File: src/sfr_pkg.sv
// ----------------------------------------------------------------------------
// Stream find-and-replace package
// Shared types, sizes and register codes for the find-and-replace core.
// ----------------------------------------------------------------------------
`default_nettype none

package sfr_pkg;

  // Pattern and replacement both hold at most eight bytes
  localparam int unsigned MaxBytes = 8;
  localparam int unsigned LenW     = 4;                 // 0 .. MaxBytes
  localparam int unsigned IdxW     = $clog2(MaxBytes);  // byte position
  localparam int unsigned WordW    = 8 * MaxBytes;

  localparam logic [LenW-1:0] LenCap = LenW'(MaxBytes);

  // Configuration register indexes
  localparam logic [1:0] RegPatternBytes     = 2'd0;
  localparam logic [1:0] RegPatternLength    = 2'd1;
  localparam logic [1:0] RegReplacementBytes = 2'd2;
  localparam logic [1:0] RegReplacementLength = 2'd3;

  typedef enum logic [1:0] {
    S_IDLE,
    S_SCAN,
    S_REPL
  } state_t;

  // Clamp a configured length to the supported byte count
  function automatic logic [LenW-1:0] clamp_len(input logic [LenW-1:0] len);
    clamp_len = (len > LenCap) ? LenCap : len;
  endfunction

endpackage

`default_nettype wire

File: src/stream_find_and_replace_core.sv
// ----------------------------------------------------------------------------
// Stream find-and-replace core
// Replaces each leftmost, non-overlapping occurrence of a pattern of up to
// eight bytes in a byte stream by a replacement of zero to eight bytes.
// ----------------------------------------------------------------------------
// Sequencing: a byte is taken only in S_IDLE; S_SCAN then checks the pending
// window in the shared compare / emit unit and writes each result byte to the
// output register, and a match with a replacement goes on to S_REPL, which
// emits the replacement bytes one at a time. The next byte is taken only after
// the sequencer is back in S_IDLE, and a stalled output holds each emit step.
// Reset: rst clears the state, config registers, pending count and output valid.
`default_nettype none

module stream_find_and_replace_core
  import sfr_pkg::*;
(
  input  wire logic             clk,
  input  wire logic             rst,
  // input stream
  input  wire logic             s_axis_tvalid,
  output      logic             s_axis_tready,
  input  wire logic [7:0]       s_axis_tdata,   // [7:0] in_byte
  input  wire logic             s_axis_tlast,   // in_last
  // output stream
  output      logic             m_axis_tvalid,
  input  wire logic             m_axis_tready,
  output      logic [7:0]       m_axis_tdata,   // [7:0] out_byte
  output      logic             m_axis_tuser,   // [0] out_has_byte
  output      logic             m_axis_tlast,   // out_last
  // configuration write port
  input  wire logic             cfg_we,
  input  wire logic [1:0]       cfg_index,
  input  wire logic [WordW-1:0] cfg_data
);

  // configuration registers
  logic [WordW-1:0] pattern_bytes;
  logic [LenW-1:0]  pattern_length;
  logic [WordW-1:0] replacement_bytes;
  logic [LenW-1:0]  replacement_length;

  // pending window, oldest byte at position 0
  logic [7:0]      win [MaxBytes];
  logic [LenW-1:0] cnt;
  logic            last_q;
  logic [IdxW-1:0] ridx;

  state_t state, state_next;

  logic [LenW-1:0] plen, rlen;
  logic [LenW-1:0] wr_pos;
  logic            s_fire;
  logic            out_free;
  logic            prefix_eq;
  logic            pass_mode;
  logic            full_match;
  logic            partial_match;
  logic            rep_end;

  logic            emit;
  logic [7:0]      emit_byte;
  logic            emit_has;
  logic            emit_last;
  logic            step;

  assign plen     = clamp_len(pattern_length);
  assign rlen     = clamp_len(replacement_length);
  assign s_fire   = s_axis_tvalid && s_axis_tready;
  assign out_free = !m_axis_tvalid || m_axis_tready;
  assign wr_pos   = (cnt >= plen) ? '0 : cnt;
  assign rep_end  = ({1'b0, ridx} == (rlen - LenW'(1)));

  // shared compare unit: pending window against the pattern head
  always_comb begin
    prefix_eq = 1'b1;
    for (int i = 0; i < MaxBytes; i++) begin
      if ((LenW'(i) < cnt) && (win[i] != pattern_bytes[8*i +: 8])) begin
        prefix_eq = 1'b0;
      end
    end
  end

  assign pass_mode     = (plen == '0);
  assign full_match    = !pass_mode && (cnt == plen) && prefix_eq;
  assign partial_match = !pass_mode && (cnt < plen) && prefix_eq;

  // next state
  always_comb begin
    state_next = state;
    unique case (state)
      S_IDLE: begin
        if (s_fire) begin
          state_next = S_SCAN;
        end
      end
      S_SCAN: begin
        if (cnt == '0) begin
          state_next = S_IDLE;
        end else if (full_match) begin
          if (rlen != '0) begin
            state_next = S_REPL;
          end else if (!last_q || out_free) begin
            state_next = S_IDLE;
          end
        end else if (partial_match && !last_q) begin
          state_next = S_IDLE;
        end else if (out_free && (cnt == LenW'(1))) begin
          state_next = S_IDLE;
        end
      end
      S_REPL: begin
        if (out_free && rep_end) begin
          state_next = S_IDLE;
        end
      end
      default: state_next = S_IDLE;
    endcase
  end

  // outputs of the sequencer
  always_comb begin
    s_axis_tready = 1'b0;
    emit          = 1'b0;
    emit_byte     = '0;
    emit_has      = 1'b1;
    emit_last     = 1'b0;
    unique case (state)
      S_IDLE: begin
        s_axis_tready = 1'b1;
      end
      S_SCAN: begin
        if (cnt == '0) begin
          emit = 1'b0;
        end else if (full_match) begin
          // empty replacement on the final byte leaves a bare end marker
          if ((rlen == '0) && last_q) begin
            emit      = 1'b1;
            emit_has  = 1'b0;
            emit_last = 1'b1;
          end
        end else if (partial_match && !last_q) begin
          emit = 1'b0;
        end else begin
          // mismatch, or flush at end of text: drop the oldest byte out
          emit      = 1'b1;
          emit_byte = win[0];
          emit_last = last_q && (cnt == LenW'(1));
        end
      end
      S_REPL: begin
        emit      = 1'b1;
        emit_byte = replacement_bytes[8*ridx +: 8];
        emit_last = last_q && rep_end;
      end
      default: begin
        s_axis_tready = 1'b0;
      end
    endcase
  end

  assign step = !emit || out_free;

  // control registers
  always_ff @(posedge clk) begin
    if (rst) begin
      state              <= S_IDLE;
      cnt                <= '0;
      ridx               <= '0;
      last_q             <= 1'b0;
      pattern_bytes      <= '0;
      pattern_length     <= '0;
      replacement_bytes  <= '0;
      replacement_length <= '0;
      m_axis_tvalid      <= 1'b0;
    end else begin
      state <= state_next;

      if (cfg_we) begin
        case (cfg_index)
          RegPatternBytes: begin
            pattern_bytes <= cfg_data;
            cnt           <= '0;
          end
          RegPatternLength: begin
            pattern_length <= cfg_data[LenW-1:0];
            cnt            <= '0;
          end
          RegReplacementBytes:  replacement_bytes  <= cfg_data;
          RegReplacementLength: replacement_length <= cfg_data[LenW-1:0];
          default: ;
        endcase
      end else if (s_fire) begin
        cnt    <= wr_pos + LenW'(1);
        last_q <= s_axis_tlast;
      end else if ((state == S_SCAN) && step && (cnt != '0)) begin
        if (full_match) begin
          cnt  <= '0;
          ridx <= '0;
        end else if (emit) begin
          cnt <= cnt - LenW'(1);
        end
      end else if ((state == S_REPL) && out_free) begin
        ridx <= ridx + IdxW'(1);
      end

      if (emit && out_free) begin
        m_axis_tvalid <= 1'b1;
      end else if (m_axis_tready) begin
        m_axis_tvalid <= 1'b0;
      end
    end
  end

  // window storage and output register payload
  always_ff @(posedge clk) begin
    if (s_fire) begin
      win[wr_pos[IdxW-1:0]] <= s_axis_tdata;
    end else if ((state == S_SCAN) && emit && emit_has && out_free) begin
      for (int i = 0; i < MaxBytes - 1; i++) begin
        win[i] <= win[i+1];
      end
    end
    if (emit && out_free) begin
      m_axis_tdata <= emit_byte;
      m_axis_tuser <= emit_has;
      m_axis_tlast <= emit_last;
    end
  end

  // pending window never holds more than the longest pattern
  assert property (@(posedge clk) disable iff (rst) cnt <= LenCap)
    else $error("pending count above window depth");

  // between bytes the window holds only a proper prefix
  assert property (@(posedge clk) disable iff (rst)
    (state == S_IDLE) |-> ((cnt == '0) || (cnt < plen)))
    else $error("idle with a full or stale window");

  // a bare end marker always closes the text
  assert property (@(posedge clk) disable iff (rst)
    (m_axis_tvalid && !m_axis_tuser) |-> (m_axis_tlast && (m_axis_tdata == '0)))
    else $error("bare marker without last");

  // a taken byte always goes to the compare step next
  assert property (@(posedge clk) disable iff (rst)
    s_fire |=> (state == S_SCAN))
    else $error("input transfer not followed by scan");

  // replacement runs only after the window was consumed by a match
  assert property (@(posedge clk) disable iff (rst)
    (state == S_REPL) |-> (cnt == '0))
    else $error("replacement with bytes pending");

endmodule

`default_nettype wire

File: config.mk
export PLATFORM = sky130hd
export DESIGN_NAME = stream_find_and_replace_core
export DESIGN_NICKNAME = d
export VERILOG_FILES = /design/src/sfr_pkg.sv /design/src/stream_find_and_replace_core.sv
export SDC_FILE = /design/constraint.sdc
export NUM_CORES = 1
export LEC_CHECK = 0
export BUFFER_PORTS_ARGS = -buffer_cell sky130_fd_sc_hd__buf_4
export CAP_MARGIN = 20
export CORE_MARGIN = 2
export CORE_UTILIZATION = 50
export CTS_BUF_LIST = sky130_fd_sc_hd__clkbuf_8
export DETAILED_ROUTE_END_ITERATION = 10
export PLACE_DENSITY = 0.67
export SYNTH_ARGS = -nofsm -noshare
export SYNTH_HDL_FRONTEND = slang
export SYNTH_SLANG_ARGS = --single-unit
File: constraint.sdc
create_clock -name clk -period 3.9 [get_ports clk]
set_clock_uncertainty 0.15 [all_clocks]
set_input_delay 0.39 -clock clk [delete_from_list [all_inputs] [get_ports clk]]
set_output_delay 0.39 -clock clk [all_outputs]
set_load 0.01 [all_outputs]
-- Word-level counts from Yosys, hierarchy flattened
Memory sizes are Yosys's and may differ from the RTL's.
Cells that the tools add are included.
- output and inout port bits: 12
- logic and storage cells: 165
- memories kept: 1
- bits in writable memories: 64
- bits of input ports: 80
- bits in registers: 157
- memory list (name ; words ; width ; read ports ; clocked after Yosys merged registers in ; write ports ; line ; source):
    win ; 8 ; 8 ; 8 ; 0 ; 7 ; stream_find_and_replace_core.sv:43 ; logic [7:0] win [MaxBytes];
- multiplexer cells: 57
- bitwise logic cells: 2
- shifts and indexed selects: 1
- equality and inequality tests: 22
- add/sub/neg operators: 4
- $lt $le $gt $ge: 12
- reductions and logical operators: 54
- operator list (kind ; number):
    inequality test 8 bit ; 8
    variable part select 64 x 7 -> 8 bit ; 1
    two-way mux 4 bit ; 9
    two-way mux 8 bit ; 4
    two-way mux 1 bit ; 28
    logical AND 1 bit ; 26
    less-than comparator 3 x 4 -> 1 bit (first input constant) ; 4
    two-way mux 2 bit ; 8
    one-hot mux 8 bit (2 select lines) ; 1
    zero test 4 bit ; 3
    two-way mux 3 bit ; 4
    nonzero test 4 bit ; 3
    inequality test 5 bit (second input constant) ; 2
    AND reduction 2 bit ; 5
    > comparator 4 bit (second input constant) ; 2
    less-than comparator 1 x 4 -> 1 bit (first input constant) ; 2
    less-than comparator 2 x 4 -> 1 bit (first input constant) ; 2
    inequality test 2 bit (second input constant) ; 4
    AND reduction 4 bit ; 2
    OR reduction 8 bit ; 1
    subtractor 4 x 1 -> 4 bit (second input constant) ; 2
    equality test 2 bit (second input constant) ; 3
    one-hot mux 2 bit (3 select lines) ; 1
    adder 4 x 1 -> 4 bit (second input constant) ; 1
    other kinds (16) ; 26

-- Logic depth before layout (Yosys ltp)
- depth after elaboration: 24
- gate-level depth with buffers: 13
- gate-level depth less buffers: 13

-- Worst setup path before layout
Ideal clock, no wire load.
- path kind: flip-flop to flip-flop
- from: reg cnt[0]
- to: mem win[6][0], enable pin
- stages on the path, launching flop included: 13
- library setup time: 0.375 ns
- arrival: 2.869 ns
- buffers on the path: 3
- required time: 3.375 ns
- period minus slack after synthesis: 3.393 ns
- path slack: 0.507 ns
- path through: dfxtp_1 > clkbuf_1 > inv_1 > ha_1 > nand4_1 > o31ai_1 > o31ai_1 > o41ai_2 > nor2b_1 > nor4b_1 > buf_6 > buf_6 > o21bai_1
- RTL lines (what ; line ; source):
    from (decl) ; stream_find_and_replace_core.sv:44 ; logic [LenW-1:0] cnt;
    from (signal assigned) ; stream_find_and_replace_core.sv:193 ; cnt <= wr_pos + LenW'(1);
    from (signal assigned) ; stream_find_and_replace_core.sv:200 ; cnt <= cnt - LenW'(1);
    to (decl) ; stream_find_and_replace_core.sv:43 ;

==> metrics <==
Worst Path Arrival 3690 ps; CP max stage delay 560 ps; H-tree level count 2; Async SR Flop Fraction 0%; num rows 53; # DRC 0; gr usage total 27.1%; PortBufs 91; Initial Util 50.5%; CTS max path bufs 3; detailed placement HPWL 21.0 mm; CP Cell Sequence xnor2_1 > nand4_1 > nor4_2 > a41oi_4 > o41ai_2 > nor2b_1 > nor4b_4 > buf_12 > o21bai_1; Achievable Freq 275 MHz; mean post-synth cell area 9.97 um2; final instance area 12900 um2; TritonCTS clock tree done; leakage 4.79 nW; syn_nets 1151; worst skew pair latency 540 ps; Max-Cap Viols 0; Starting DRT DRC Count 658; maximum fanout along the worst path 28; Core Region 20900 um2; outcome completed; Post-synth EDFFs 74; clk sinks 221; fin crit share 93.1%; area growth from synthesis to layout 22.4%; Slew Limit Fails 0; number of routed nets with antenna violations 0; HP Class input pin to flop; root buffer cell clkbuf_8; setup ws final 268 ps; Yosys top cell by area dfxtp_1; Die W 149 um; main flop type after synthesis dfxtp_1; CP Capture Type flop; Worst VDD drop 0.267 mV; Rel. slew slack 43.5%; TritonRoute pass-1 iters 7; antenna violations before repair 2; top post-synthesis cells by count 279 x nand2_1, 147 x dfxtp_1, 139 x a21oi_1; Overall Power 5.20 mW; endpoints failing setup 0; YS warnings 0; largest net degree at the start of global routing 79; placer congestion estimate 0.922; Post-Syn Area 10600 um2; Setup CP Type flop to flop; Avg Vias per Cell 5.54; final hold viol count 0; PwrDens 402 nW/um2; number of I/O pins 92; Final min period 3630 ps; WL/cell 19.8 um; Critical Path Start Type flop; antenna cells 0; vias 8397; grt total ovfl 0; Yosys top cell area share 27.9%; fraction of layout cells with a size suffix above 1 20.5%; RSZ-0062 raised after global routing no; final net count 1305; full die area 22300 um2; CTS Buf Count 39; dpl cell area 11500 um2; first-pass GRT wire length 45.5 mm; Reg clk slew, reported paths 60 ps; post-synthesis instance total 1058; dpl ws 231 ps; CP required 3960 ps; Die Ht 149 um; Worst Tran Pin Value 837 ps; Seq/Total Area, Yosys 49.0%; vias in the first global route 8216; Final Util 61.8%; setup tns final 0 ps; FF+latch count, synth 221; most frequent cell after synthesis nand2_1; drt total wl 30.0 mm; Yosys cell types 63; top post-synthesis cells by area dfxtp_1 28%, edfxtp_1 21%, nand2_1 9.9%, mux2_4 7.5%, a21oi_1 6.6%; Critical-path top delay cell o41ai_2
worst max-delay path: cells and delay by family, from the launching register on:
| kind | cells | cell delay [ps] |
|---|---|---|
| buffers and inverters | 1 | 200 |
| AOI/OAI and AO/OA | 3 | 1180 |
| and+or+nand+nor | 4 | 1170 |
| xor gates and xnor gates | 1 | 160 |
| DFF | 1 | 440 |
final cells by class:
type | instances | area (um2)
Tap cell | 275 | 344
Fill cell | 1744 | 7970
Timing Repair Buffer | 176 | 1510
Clock inverter | 22 | 116
Inverter | 10 | 37.5
Clock buffer | 48 | 661
Multi-Input combinational cell | 764 | 5080
Sequential cell | 221 | 5160
metal layers:
layer / vias up / wire length (um) / GRT usage, %
met5: - / 0 / 0
met4: 0 / 1000 / 9.76
met3: 65 / 2000 / 5.50
met1: 4029 / 12800 / 35.1
met2: 304 / 14200 / 45.0
li1: 3999 / - / -
path summary, 6_finish.rpt:
path,start,to,slack (ps),cells past startpoint
min,cfg_we,cnt[2]$_SDFFE_PP0P_,30,2
max reg2reg,win[2][7]$_DFFE_PP_,win[6][3]$_DFFE_PP_,270,9
min reg2reg,replacement_bytes[22]$_SDFFE_PP0P_,replacement_bytes[22]$_SDFFE_PP0P_,300,2
max,win[2][7]$_DFFE_PP_,win[6][3]$_DFFE_PP_,270,9
repair_timing:
| action | 4_1_cts | 5_1_grt |
|---|---|---|
| resized for setup | 0 | 1 |
| endpoints found under the setup margin | 0 | 32 |
| hold endpoints to repair | 132 | 0 |
| hold buffers | 65 | 0 |
| buffers inserted | 0 | 0 |
cells by family after synthesis:
family | after synthesis | share of synthesized area (%)
xor+xnor | 70 | 5.81
mux | 90 | 13.1
simple gates | 394 | 16.5
compound gates | 197 | 11.0
flops | 221 | 49.0
fa+ha+maj | 13 | 1.54
buf+inv | 73 | 3.12
cells in the final DEF, fill, tap and decap left out, types with 5 or more instances in the layout:
cell type / Yosys / final
nor2b_1: 15 / 15
nand2_1: 279 / 279
mux2_2: 8 / 8
nand3_1: 9 / 9
inv_1: 10 / 27
buf_4: 0 / 109
a21oi_1: 139 / 139
dlygate4sd3_1: 0 / 65
dfxtp_1: 147 / 147
nor2_1: 32 / 31
mux2_4: 53 / 53
a22oi_1: 9 / 9
xnor2_1: 56 / 56
nand2b_1: 8 / 8
nor3_1: 5 / 5
clkbuf_8: 0 / 48
nand4_1: 15 / 15
mux4_2: 16 / 16
ha_1: 13 / 13
xor2_1: 14 / 14
edfxtp_1: 74 / 74
o21ai_0: 11 / 11
mux2i_1: 9 / 9
flip-flops by register name, indices dropped and copies added (netlist names):
name and cells:
m_axis_tlast 1, m_axis_tvalid 1, state 2, m_axis_tdata 8
ridx 3, pattern_bytes 64, replacement_bytes 64, m_axis_tuser 1
pattern_length 4, win 64, last_q 1, cnt 4
replacement_length 4
where the power goes:
group,switching (mW),internal [mW]
clock network,0.931,1.17
registers,0.0493,2.44
logic,0.321,0.278
stage by stage:
step	hold WS [ps]	instances
2_1_floorplan	283	1058
3_3_place_gp	289	1381
3_5_place_dp	295	1381
4_1_cts	9.85	1516
5_1_grt	17.2	1516
6_report	28.9	1516
(Power assumes the default switching activity.)
